File: src/rtl/tlga_pkg.sv
// ----------------------------------------------------------------------------
// tlga_pkg: shared types and codes for the two-level group arbiter
// Word layouts, command and status codes, sequencer states, memory ports.
// ----------------------------------------------------------------------------
package tlga_pkg;

  localparam int NUM_GROUPS = 16;
  localparam int ELEM_SLOTS = 64;
  localparam int GW         = $clog2(NUM_GROUPS);
  localparam int EW         = $clog2(ELEM_SLOTS);
  localparam int LW         = $clog2(ELEM_SLOTS + 1);

  typedef logic [GW-1:0] grp_t;
  typedef logic [EW-1:0] elem_t;

  // commands
  localparam logic [2:0] CMD_PUSH_TAIL = 3'd0;
  localparam logic [2:0] CMD_PUSH_HEAD = 3'd1;
  localparam logic [2:0] CMD_SCHED     = 3'd2;
  localparam logic [2:0] CMD_DESCHED   = 3'd3;
  localparam logic [2:0] CMD_DISPATCH  = 3'd4;

  // dispatch results
  localparam logic [2:0] DC_REMOVE  = 3'd0;
  localparam logic [2:0] DC_NEXT    = 3'd1;
  localparam logic [2:0] DC_RESCHED = 3'd2;
  localparam logic [2:0] DC_DESCHED = 3'd3;
  localparam logic [2:0] DC_STOP    = 3'd4;

  // status
  localparam logic [1:0] ST_OK    = 2'd0;
  localparam logic [1:0] ST_EMPTY = 2'd1;
  localparam logic [1:0] ST_DUP   = 2'd2;
  localparam logic [1:0] ST_BAD   = 2'd3;

  typedef struct packed {
    logic [2:0] command;
    grp_t       group_id;
    elem_t      elem_id;
    logic [2:0] dispatch_code;
  } word_in_t;

  typedef struct packed {
    logic [1:0]  status;
    logic        done_valid;
    elem_t       done_elem;
    grp_t        done_group;
    logic        next_valid;
    elem_t       next_elem;
    grp_t        next_group;
    logic [LW-1:0] group_count;
    logic        group_scheduled;
  } word_out_t;

  // head/tail of a singly linked group list
  typedef struct packed {
    grp_t head;
    grp_t tail;
    logic any;
  } glist_t;

  typedef enum logic [1:0] {
    AFT_NONE,
    AFT_RING,
    AFT_DEFER
  } after_t;

  typedef enum logic [4:0] {
    S_IDLE,
    S_DECODE,
    S_PUSH_RT,
    S_PUSH_RN,
    S_PUSH_W2,
    S_DESC_START,
    S_DESC_POP,
    S_DESC_WALK,
    S_DESC_CMP,
    S_DESC_LINK,
    S_DISP_RT,
    S_DISP_RH,
    S_DISP_RN,
    S_POP,
    S_POP_RD,
    S_AFTER,
    S_POST,
    S_NEXT_RT,
    S_NEXT_RE,
    S_OUT
  } state_t;

  // memory ports
  typedef struct packed {
    logic  we;
    elem_t waddr;
    elem_t wdata;
    elem_t raddr;
  } enext_req_t;

  typedef struct packed {
    logic  we;
    grp_t  waddr;
    elem_t wdata;
    grp_t  raddr;
  } gtail_req_t;

  typedef struct packed {
    logic we;
    grp_t waddr;
    grp_t wdata;
    grp_t raddr;
  } rnext_req_t;

  typedef struct packed {
    elem_t enext;
    elem_t gtail;
    grp_t  rnext;
  } mem_rd_t;

endpackage

File: src/rtl/tlga_mem.sv
// ----------------------------------------------------------------------------
// tlga_mem: link storage of the arbiter
// Element links, group tails and group-list links; one write and one
// registered read per memory per cycle.
// ----------------------------------------------------------------------------
module tlga_mem import tlga_pkg::*; (
  input  logic       clk,
  input  enext_req_t enext_req,
  input  gtail_req_t gtail_req,
  input  rnext_req_t rnext_req,
  output mem_rd_t    rd
);

  elem_t elem_next  [ELEM_SLOTS];
  elem_t group_tail [NUM_GROUPS];
  grp_t  ring_next  [NUM_GROUPS];

  elem_t enext_rd;
  elem_t gtail_rd;
  grp_t  rnext_rd;

  assign rd = '{enext: enext_rd, gtail: gtail_rd, rnext: rnext_rd};

  always_ff @(posedge clk) begin
    if (enext_req.we) begin
      elem_next[enext_req.waddr] <= enext_req.wdata;
    end
    enext_rd <= elem_next[enext_req.raddr];
  end

  always_ff @(posedge clk) begin
    if (gtail_req.we) begin
      group_tail[gtail_req.waddr] <= gtail_req.wdata;
    end
    gtail_rd <= group_tail[gtail_req.raddr];
  end

  always_ff @(posedge clk) begin
    if (rnext_req.we) begin
      ring_next[rnext_req.waddr] <= rnext_req.wdata;
    end
    rnext_rd <= ring_next[rnext_req.raddr];
  end

endmodule

File: src/rtl/two_level_group_arbiter.sv
// ----------------------------------------------------------------------------
// two_level_group_arbiter: two-level round-robin scheduler
// Per-group element queues kept as circular linked lists, a ring of groups
// and a deferred list, all linked through small synchronous memories.
// ----------------------------------------------------------------------------
// Usage:
//   A command word is taken on req when start is high and busy is low.
//   busy stays high while the sequencer walks the link memories; one result
//   word per command appears on rsp for one cycle with done high.
//   A bad code, a schedule or a push into an empty group takes only decode,
//   post and the output states; a push behind an existing tail adds a tail
//   read, a link read and a write; a dispatch reads the ring head's tail and
//   its head element (a group rotation adds a ring pop and a relink); a
//   deschedule walks the ring and then the deferred list link by link.
//   Each link step is one registered read of a link memory. A new command
//   can be accepted in the cycle its result is shown, so one command
//   occupies the block until its result is shown.
//   quota is written with cfg_we/cfg_wdata; the user must do so only while idle (the block does not enforce it).
//   Reset empties all groups, the ring and the deferred list, sets the quota
//   to 1. Link memories need no clearing: an entry is always written before
//   it is read. The receiver cannot stall; results are never held.
// ----------------------------------------------------------------------------
module two_level_group_arbiter import tlga_pkg::*; (
  input  logic      clk,
  input  logic      rst,
  input  logic      start,
  output logic      busy,
  input  word_in_t  req,
  input  logic      cfg_we,
  input  logic [7:0] cfg_wdata,
  output logic      done,
  output word_out_t rsp
);

  state_t state, state_next;

  word_in_t rq;
  glist_t   ring, defr, lcur;
  logic [7:0] turn, quota, tinc;
  logic [ELEM_SLOTS-1:0] ebusy;
  logic [LW-1:0]         glen [NUM_GROUPS];
  logic [NUM_GROUPS-1:0] gflag;
  logic [1:0] status_r;
  logic       dv;
  elem_t      de;
  grp_t       dg;
  grp_t       addr_r;
  logic       lsel;     // 0: walking the ring, 1: the deferred list
  grp_t       prev;
  after_t     after;
  elem_t      tail_r;

  enext_req_t enext_req;
  gtail_req_t gtail_req;
  rnext_req_t rnext_req;
  mem_rd_t    rd;

  grp_t  g;
  elem_t e;
  logic  is_push, bad;
  glist_t lafter;

  assign g       = rq.group_id;
  assign e       = rq.elem_id;
  assign is_push = (rq.command == CMD_PUSH_TAIL) || (rq.command == CMD_PUSH_HEAD);
  assign bad     = (rq.command > CMD_DISPATCH) ||
                   ((rq.command == CMD_DISPATCH) && (rq.dispatch_code > DC_STOP));
  assign lcur    = lsel ? defr : ring;
  assign lafter  = (after == AFT_DEFER) ? defr : ring;
  assign tinc    = (turn != 8'hFF) ? turn + 8'd1 : turn;
  assign busy    = (state != S_IDLE);

  tlga_mem u_mem (
    .clk       (clk),
    .enext_req (enext_req),
    .gtail_req (gtail_req),
    .rnext_req (rnext_req),
    .rd        (rd)
  );

  // next state
  always_comb begin
    state_next = state;
    unique case (state)
      S_IDLE: begin
        if (start) state_next = S_DECODE;
      end
      S_DECODE: begin
        state_next = S_POST;
        if (!bad) begin
          if (is_push) begin
            if (!ebusy[e] && glen[g] != '0) state_next = S_PUSH_RT;
          end else if (rq.command == CMD_DESCHED) begin
            if (glen[g] != '0 && gflag[g]) state_next = S_DESC_START;
          end else if (rq.command == CMD_DISPATCH) begin
            if (ring.any) state_next = S_DISP_RT;
          end
        end
      end
      S_PUSH_RT: state_next = S_PUSH_RN;
      S_PUSH_RN: state_next = S_PUSH_W2;
      S_PUSH_W2: state_next = S_POST;
      S_DESC_START: begin
        if (!lcur.any) begin
          state_next = lsel ? S_POST : S_DESC_START;
        end else if (lcur.head == g) begin
          state_next = (lcur.head == lcur.tail) ? S_POST : S_DESC_POP;
        end else begin
          state_next = S_DESC_WALK;
        end
      end
      S_DESC_POP: state_next = S_POST;
      S_DESC_WALK: begin
        if (prev == lcur.tail) state_next = lsel ? S_POST : S_DESC_START;
        else                   state_next = S_DESC_CMP;
      end
      S_DESC_CMP: begin
        if (rd.rnext == g) state_next = (lcur.tail == g) ? S_POST : S_DESC_LINK;
        else               state_next = S_DESC_WALK;
      end
      S_DESC_LINK: state_next = S_POST;
      S_DISP_RT:   state_next = S_DISP_RH;
      S_DISP_RH: begin
        if (rq.dispatch_code == DC_REMOVE) begin
          state_next = (glen[dg] <= LW'(1)) ? S_POP : S_DISP_RN;
        end else if (rq.dispatch_code == DC_STOP) begin
          state_next = S_POST;
        end else begin
          state_next = S_POP;
        end
      end
      S_DISP_RN: state_next = (tinc >= quota) ? S_POP : S_POST;
      S_POP:     state_next = (ring.head == ring.tail) ? S_AFTER : S_POP_RD;
      S_POP_RD:  state_next = S_AFTER;
      S_AFTER:   state_next = S_POST;
      S_POST:    state_next = S_NEXT_RT;
      S_NEXT_RT: state_next = S_NEXT_RE;
      S_NEXT_RE: state_next = S_OUT;
      S_OUT:     state_next = S_IDLE;
      default:   state_next = S_IDLE;
    endcase
  end

  // memory ports
  always_comb begin
    gtail_req       = '0;
    gtail_req.raddr = (state == S_DECODE && is_push) ? g : ring.head;
    enext_req       = '0;
    enext_req.raddr = (state == S_DISP_RH) ? rd.enext : rd.gtail;
    rnext_req       = '0;
    rnext_req.raddr = ring.head;
    unique case (state)
      S_DECODE: begin
        // first element of an empty group links to itself
        if (!bad && is_push && !ebusy[e] && glen[g] == '0) begin
          gtail_req.we    = 1'b1;
          gtail_req.waddr = g;
          gtail_req.wdata = e;
          enext_req.we    = 1'b1;
          enext_req.waddr = e;
          enext_req.wdata = e;
        end
        if (!bad && rq.command == CMD_SCHED && glen[g] != '0 && !gflag[g] && ring.any) begin
          rnext_req.we    = 1'b1;
          rnext_req.waddr = ring.tail;
          rnext_req.wdata = g;
        end
      end
      S_PUSH_RN: begin
        enext_req.we    = 1'b1;
        enext_req.waddr = e;
        enext_req.wdata = rd.enext;
      end
      S_PUSH_W2: begin
        enext_req.we    = 1'b1;
        enext_req.waddr = tail_r;
        enext_req.wdata = e;
        gtail_req.we    = (rq.command == CMD_PUSH_TAIL);
        gtail_req.waddr = g;
        gtail_req.wdata = e;
      end
      S_DESC_START: rnext_req.raddr = lcur.head;
      S_DESC_WALK:  rnext_req.raddr = prev;
      S_DESC_CMP:   rnext_req.raddr = g;
      S_DESC_LINK: begin
        rnext_req.we    = 1'b1;
        rnext_req.waddr = prev;
        rnext_req.wdata = rd.rnext;
      end
      S_DISP_RH: begin
        // stop: deferred list joins the ring tail
        if (rq.dispatch_code == DC_STOP && defr.any) begin
          rnext_req.we    = 1'b1;
          rnext_req.waddr = ring.tail;
          rnext_req.wdata = defr.head;
        end
      end
      S_DISP_RN: begin
        enext_req.we    = 1'b1;
        enext_req.waddr = tail_r;
        enext_req.wdata = rd.enext;
      end
      S_AFTER: begin
        if (after != AFT_NONE && lafter.any) begin
          rnext_req.we    = 1'b1;
          rnext_req.waddr = lafter.tail;
          rnext_req.wdata = dg;
        end
      end
      default: ;
    endcase
  end

  // control registers
  always_ff @(posedge clk) begin
    if (rst) begin
      state <= S_IDLE;
    end else begin
      state <= state_next;
    end
  end

  always_ff @(posedge clk) begin
    if (rst) begin
      ring  <= '0;
      defr  <= '0;
      turn  <= '0;
      quota <= 8'd1;
      ebusy <= '0;
      gflag <= '0;
      done  <= 1'b0;
      lsel  <= 1'b0;
      after <= AFT_NONE;
      for (int i = 0; i < NUM_GROUPS; i++) begin
        glen[i] <= '0;
      end
    end else begin
      done <= 1'b0;
      if (cfg_we) quota <= cfg_wdata;
      unique case (state)
        S_IDLE: begin
          if (start) rq <= req;
        end
        S_DECODE: begin
          status_r <= ST_OK;
          dv       <= 1'b0;
          de       <= '0;
          dg       <= '0;
          addr_r   <= g;
          lsel     <= 1'b0;
          if (bad) begin
            status_r <= ST_BAD;
          end else if (is_push) begin
            if (ebusy[e]) begin
              status_r <= ST_DUP;
            end else if (glen[g] == '0) begin
              glen[g]  <= glen[g] + LW'(1);
              ebusy[e] <= 1'b1;
            end
          end else if (rq.command == CMD_SCHED) begin
            if (glen[g] == '0) begin
              status_r <= ST_EMPTY;
            end else if (!gflag[g]) begin
              if (!ring.any) begin
                turn      <= '0;
                ring.head <= g;
                ring.any  <= 1'b1;
              end
              ring.tail <= g;
              gflag[g]  <= 1'b1;
            end
          end else if (rq.command == CMD_DESCHED) begin
            if (glen[g] == '0) begin
              status_r <= ST_EMPTY;
            end else if (gflag[g]) begin
              if (ring.any && ring.head == g) turn <= '0;
              gflag[g] <= 1'b0;
            end
          end else begin
            if (!ring.any) begin
              status_r <= ST_EMPTY;
            end else begin
              dv     <= 1'b1;
              dg     <= ring.head;
              addr_r <= ring.head;
            end
          end
        end
        S_PUSH_RT: tail_r <= rd.gtail;
        S_PUSH_W2: begin
          glen[g]  <= glen[g] + LW'(1);
          ebusy[e] <= 1'b1;
        end
        S_DESC_START: begin
          if (!lcur.any) begin
            lsel <= 1'b1;
          end else if (lcur.head == g) begin
            if (lcur.head == lcur.tail) begin
              if (lsel) defr.any <= 1'b0;
              else      ring.any <= 1'b0;
            end
          end else begin
            prev <= lcur.head;
          end
        end
        S_DESC_POP: begin
          if (lsel) defr.head <= rd.rnext;
          else      ring.head <= rd.rnext;
        end
        S_DESC_WALK: begin
          if (prev == lcur.tail) lsel <= 1'b1;
        end
        S_DESC_CMP: begin
          if (rd.rnext == g) begin
            if (lcur.tail == g) begin
              if (lsel) defr.tail <= prev;
              else      ring.tail <= prev;
            end
          end else begin
            prev <= rd.rnext;
          end
        end
        S_DISP_RT: tail_r <= rd.gtail;
        S_DISP_RH: begin
          de    <= rd.enext;
          after <= AFT_NONE;
          if (rq.dispatch_code == DC_REMOVE) begin
            ebusy[rd.enext] <= 1'b0;
            if (glen[dg] <= LW'(1)) begin
              glen[dg]  <= '0;
              gflag[dg] <= 1'b0;
              turn      <= '0;
            end
          end else begin
            turn <= '0;
            if (rq.dispatch_code == DC_NEXT)    after <= AFT_RING;
            if (rq.dispatch_code == DC_RESCHED) after <= AFT_DEFER;
            if (rq.dispatch_code == DC_DESCHED) gflag[dg] <= 1'b0;
            if (rq.dispatch_code == DC_STOP && defr.any) begin
              ring.tail <= defr.tail;
              defr.any  <= 1'b0;
            end
          end
        end
        S_DISP_RN: begin
          glen[dg] <= glen[dg] - LW'(1);
          if (tinc >= quota) begin
            turn  <= '0;
            after <= AFT_RING;
          end else begin
            turn <= tinc;
          end
        end
        S_POP: begin
          if (ring.head == ring.tail) ring.any <= 1'b0;
        end
        S_POP_RD: ring.head <= rd.rnext;
        S_AFTER: begin
          if (after == AFT_RING) begin
            if (!ring.any) begin
              ring.head <= dg;
              ring.any  <= 1'b1;
            end
            ring.tail <= dg;
          end else if (after == AFT_DEFER) begin
            if (!defr.any) begin
              defr.head <= dg;
              defr.any  <= 1'b1;
            end
            defr.tail <= dg;
          end
        end
        S_POST: begin
          // empty ring takes over the deferred list
          if (!ring.any && defr.any) begin
            ring     <= defr;
            turn     <= '0;
            defr.any <= 1'b0;
          end
        end
        S_OUT: begin
          done                <= 1'b1;
          rsp.status          <= status_r;
          rsp.done_valid      <= dv;
          rsp.done_elem       <= de;
          rsp.done_group      <= dg;
          rsp.next_valid      <= ring.any;
          rsp.next_elem       <= ring.any ? rd.enext : '0;
          rsp.next_group      <= ring.any ? ring.head : '0;
          rsp.group_count     <= glen[addr_r];
          rsp.group_scheduled <= (glen[addr_r] != '0) && gflag[addr_r];
        end
        default: ;
      endcase
    end
  end

  // checks
  a_done_idle: assert property (@(posedge clk) disable iff (rst) done |-> !busy)
    else $error("result shown while busy");
  a_take: assert property (@(posedge clk) disable iff (rst) (start && !busy) |=> busy)
    else $error("accepted word did not start the sequencer");
  a_dv_ok: assert property (@(posedge clk) disable iff (rst)
    (done && rsp.done_valid) |-> (rsp.status == ST_OK))
    else $error("dispatch applied with error status");
  a_rejoin: assert property (@(posedge clk) disable iff (rst)
    (state == S_IDLE) |-> (ring.any || !defr.any))
    else $error("deferred groups left behind an empty ring");

endmodule
File: config.mk
export PLATFORM = sky130hd
export DESIGN_NAME = two_level_group_arbiter
export DESIGN_NICKNAME = d
export VERILOG_FILES = /design/src/rtl/tlga_pkg.sv /design/src/rtl/tlga_mem.sv /design/src/rtl/two_level_group_arbiter.sv
export SDC_FILE = /design/constraint.sdc
export NUM_CORES = 1
export LEC_CHECK = 0
export ABC_AREA = 1
export BUFFER_PORTS_ARGS = -buffer_cell sky130_fd_sc_hd__buf_2
export CORE_UTILIZATION = 30
export DETAILED_ROUTE_END_ITERATION = 8
export MAX_ROUTING_LAYER = met4
export PLACE_DENSITY = 0.44
export SLEW_MARGIN = 0
export SYNTH_ARGS = -nofsm -noshare
export SYNTH_HDL_FRONTEND = slang
export SYNTH_HIERARCHICAL = 1
export SYNTH_SLANG_ARGS = --single-unit
File: constraint.sdc
create_clock -name clk -period 9.23 [get_ports clk]
set_clock_uncertainty 0.15 [all_clocks]
set_input_delay 1.846 -clock clk [delete_from_list [all_inputs] [get_ports clk]]
set_output_delay 1.846 -clock clk [all_outputs]
set_load 0.03 [all_outputs]
==> impl_results.rst <==
.. list-table::
   :header-rows: 1

   * - Metric
     - Value
   * - Minimum setup slack among reg-to-reg paths
     - 3.11 ns
   * - Design Area, Final
     - 49000 µm²
   * - Setup_tns
     - 0 ns
   * - Ratio of cells with drive above 1 in the final layout
     - 9.85%
   * - Max-cap violations
     - 0
   * - Post-CTS Setup Repair Bufs
     - 0
   * - Power density cells
     - 245 nW/µm²
   * - Actual slew at the worst max-slew pin
     - 1.24 ns
   * - Total Power Consumption
     - 12.0 mW
   * - Total GRT Usage
     - 19.7%
   * - Routed length per placed instance
     - 21.2 µm
   * - Met1 Resource Use GR
     - 27.6%
   * - Synthesized area
     - 43500 µm²
   * - Horizontal die dimension
     - 383 µm
   * - Wire length of the first global-routing pass
     - 215 mm
   * - Drt via density
     - 5.11
   * - Initial antenna violation count
     - 0
   * - Last element of the critical path
     - u_mem/elem_next[46][1]$_DFFE_PP_
   * - Violation count after the first detailed-routing iteration
     - 3051
   * - Most frequent cell on the critical path
     - inv_1
   * - Number of rows created at floorplan
     - 139
   * - Number of I/O pins
     - 62
   * - Portion of the post-synthesis area used by sequential elements
     - 57.4%
   * - Vertical extent of the die
     - 383 µm
   * - Remaining max-slew budget at the tightest pin
     - 17.6%
   * - Setup repair after global routing missed its margin
     - false
   * - Maximum number of buffers from clock root to sink
     - 3
   * - Busiest layer in global routing
     - met2
   * - Largest vdd supply drop
     - 217 µV
   * - Ranking of synthesized cells by area
     - edfxtp_1 50%, nand2_1 9.7%, dfxtp_1 6.9%, nand3_1 6.4%, o21ai_0 5.0%
   * - Number of setup violations in the final report
     - 0
   * - Ys Warns
     - 6
   * - Worst endpoint required time
     - 9.40 ns
   * - Final Wtd Congestion
     - 0.860
   * - Ordered list of cells on the worst path
     - buf_4, inv_2, a21oi_1, o21ai_0, nand3_1, nand3_1, nand2_1, inv_1, ha_1, inv_1, nor2_1, nand2_1, nor2_2, a31oi_1, o21ai_0, inv_1, nand4_1, nor2_1
   * - Share of Yosys cell area claimed by the top area cell type
     - 50.4%
   * - Data arrival time of the worst path
     - 6.29 ns
   * - Number of flip-flops and latches in the synthesized netlist
     - 882
   * - Reg2Reg Capture Point
     - u_mem/elem_next[46][1]$_DFFE_PP_
   * - Count of mapped cells out of synthesis
     - 4765
   * - Top FF cell, synth
     - edfxtp_1
   * - CTS tree
     - done
   * - Post-synthesis cell type count
     - 49
   * - Nature of the critical path endpoint
     - register
   * - Via count of the routed design
     - 34.3k
   * - Total number of nets in the final design
     - 4759
   * - Die ar.
     - 147000 µm²
   * - Via count of the first global-routing pass
     - 32.9k
   * - Post-Route Utilization
     - 34.1%
   * - Area used by multi-input combinational logic
     - 15900 µm²
   * - Async set-reset flop share out of synthesis
     - 0%
   * - Residual antenna-violating net count after detailed routing
     - 0
   * - Buffer type at the clock tree root
     - clkbuf_16
   * - Port Buf Inserts
     - 61
   * - Cts bufs inserted
     - 100
   * - Cell type contributing the most total cell area after synthesis
     - edfxtp_1
   * - Worst-case reg-to-reg path depth
     - 18
   * - Post-synthesis average cell area
     - 9.14 µm²
   * - Area after DPL
     - 45500 µm²
   * - Met3 track demand over resource
     - 2.71%
   * - Clock H-tree levels
     - 3
   * - Static Leak
     - 17.0 nW
   * - Pin count of the biggest net entering global routing
     - 115
   * - Area of the placeable core
     - 144000 µm²
   * - Critical Path Source Type
     - register
   * - Post-CTS Hold Fix Bufs
     - 0
   * - Sequential standard cell area
     - 25000 µm²
   * - Time the worst path needs with I/O delays and setup
     - 6.12 ns
   * - Global route total overflow
     - 0
   * - Slew Viols, Final
     - 0
   * - Filler Cells Inserted
     - 14.9k
   * - Top achievable clock speed
     - 163 MHz
   * - Relative area change from synthesis to final layout
     - 12.5%
   * - Worst-skew pair later-pin latency
     - 0.73 ns
   * - Initial Utilization
     - 30.3%
   * - Type of the setup path with the least slack
     - reg -> reg
   * - Quantity of gates resized following cts
     - 0
   * - Highest net fanout along the worst path
     - 22
   * - Hpwl dp
     - 90.9 mm
   * - Detailed-routing iteration count for the pre-antenna-repair pass
     - 9
   * - Routed wire length
     - 142 mm
   * - Number of enable-type register cells in the synthesized netlist
     - 731
   * - Synth Net Count
     - 4806
   * - Worst Hold Class
     - reg -> reg
   * - Routing usage on met2
     - 30.1%
   * - Number of hold violations in the final report
     - 0
   * - Result of the run
     - complete, but fails checks
   * - Reg clk slew, reported paths
     - 0.06 ns
   * - Ratio of final minimum period to clock period
     - 66.3%
   * - Violations in the final reports
     - DRC
   * - Remaining design rule violation count
     - 24
   * - # clock sinks
     - 882
   * - Biggest cell delay along the critical path
     - 0.89 ns
   * - Cell with the largest stage delay on the worst path
     - dfxtp_1
==> where the power goes <==
group	total (mW)	switching (mW)	internal, mW
combinational	3.25	2.44	0.813
sequential	4.55	0.136	4.41
clock	4.22	1.73	2.49
==> sequential cells by signal, summed over array words and instances, names as in the netlist, 9 cells and up, named ones only <==
signal and cells:
ebusy 64, defr 9, rsp 32, ring 9
u_mem/elem_next 384, glen 112, u_mem/ring_next 64, u_mem/group_tail 96
==> cell usage in the layout (no fill, tap or decap), types with 11 or more instances in the layout <==
master         n
nor2_2        11
edfxtp_1     731
nand2_2       14
clkinvlp_4    11
a21oi_1      238
clkinv_2      15
nor3_1        41
inv_2         19
bufinv_16     15
nand2_1     1123
o21ai_0      426
dfxtp_1      147
ha_1          13
o22ai_1       19
buf_2         61
o221ai_1      49
xor2_1        16
nand3_1      555
clkbuf_16    100
nor2_1       417
nor3_2       100
o21ai_1       16
clkbuf_1      22
nand4_1       23
a31oi_1       12
clkinv_1      16
xnor2_1       17
buf_4         64
o211ai_1      69
inv_1        337
==> layout make-up <==
type	count	area share [%]
Clock buffer	128	5.45
Tap cell	1903	4.86
Clock inverter	60	1.71
Antenna cell	1	0.00511
Timing Repair Buffer	125	1.60
Multi-Input combinational cell	3245	32.6
Inverter	364	2.80
Sequential cell	882	51.0
==> cells in the mapped netlist, types with 20 or more instances <==
master,instances
dfxtp_1,151
nand2_1,1124
edfxtp_1,731
nor3_2,98
nor2_1,423
nand4_1,23
nand3_1,555
buf_2,103
inv_1,338
buf_6,25
nor3_1,43
inv_2,20
o22ai_1,25
clkbuf_1,115
o211ai_1,69
o21ai_0,434
a21oi_1,238
o221ai_1,49
==> per-layer routing <==
metal,share of wire (%),up-vias
met4,2.1,0
met5,0,-
met2,45,920
li1,-,16400
met3,5.0,177
met1,48,16700
==> cell families after synthesis <==
| family | count (synthesis) | share of synthesized area [%] |
|---|---|---|
| AND/OR/NAND/NOR | 2318 | 23.8 |
| flip-flops | 882 | 57.4 |
| AO/OA/AOI/OAI | 878 | 11.3 |
| buffers and inverters | 638 | 6.38 |
| XOR/XNOR | 33 | 0.664 |
| adder cells (fa/ha/maj) | 13 | 0.374 |
| multiplexers | 3 | 0.0719 |
==> worst min path at each step <==
stage / from / cells after the start / endpoint / slack (ns)
after floorplan: de[0]$_SDFFCE_PN0P_ / 0 / rsp[23]$_DFFE_PP_ / 0.25
after global placement: de[3]$_SDFFCE_PN0P_ / 0 / rsp[26]$_DFFE_PP_ / 0.25
after detailed placement: de[5]$_SDFFCE_PN0P_ / 0 / rsp[28]$_DFFE_PP_ / 0.26
after CTS: de[5]$_SDFFCE_PN0P_ / 0 / rsp[28]$_DFFE_PP_ / 0.27
after global routing: de[5]$_SDFFCE_PN0P_ / 0 / rsp[28]$_DFFE_PP_ / 0.28
final: de[5]$_SDFFCE_PN0P_ / 0 / rsp[28]$_DFFE_PP_ / 0.27
==> metrics by stage <==
stage / hold slack, ns / worst slack [ns] / instances
after floorplan: 0.250 / 4.33 / 4765
after global placement: 0.254 / 3.33 / 6519
after detailed placement: 0.258 / 3.19 / 6519
after CTS: 0.274 / 3.14 / 6707
after global routing: 0.281 / 2.62 / 6707
final: 0.274 / 3.11 / 6708
==> critical path: cells and delay by family, from the launching register on <==
family / cells / cell delay (ns)
AND/OR/NAND/NOR: 8 / 2.18
AO/OA/AOI/OAI: 4 / 1.34
buffers and inverters: 5 / 0.98
adder cells (fa/ha/maj): 1 / 0.19
flip-flops: 1 / 0.89
Note: power is estimated with default switching activity, not from simulation.
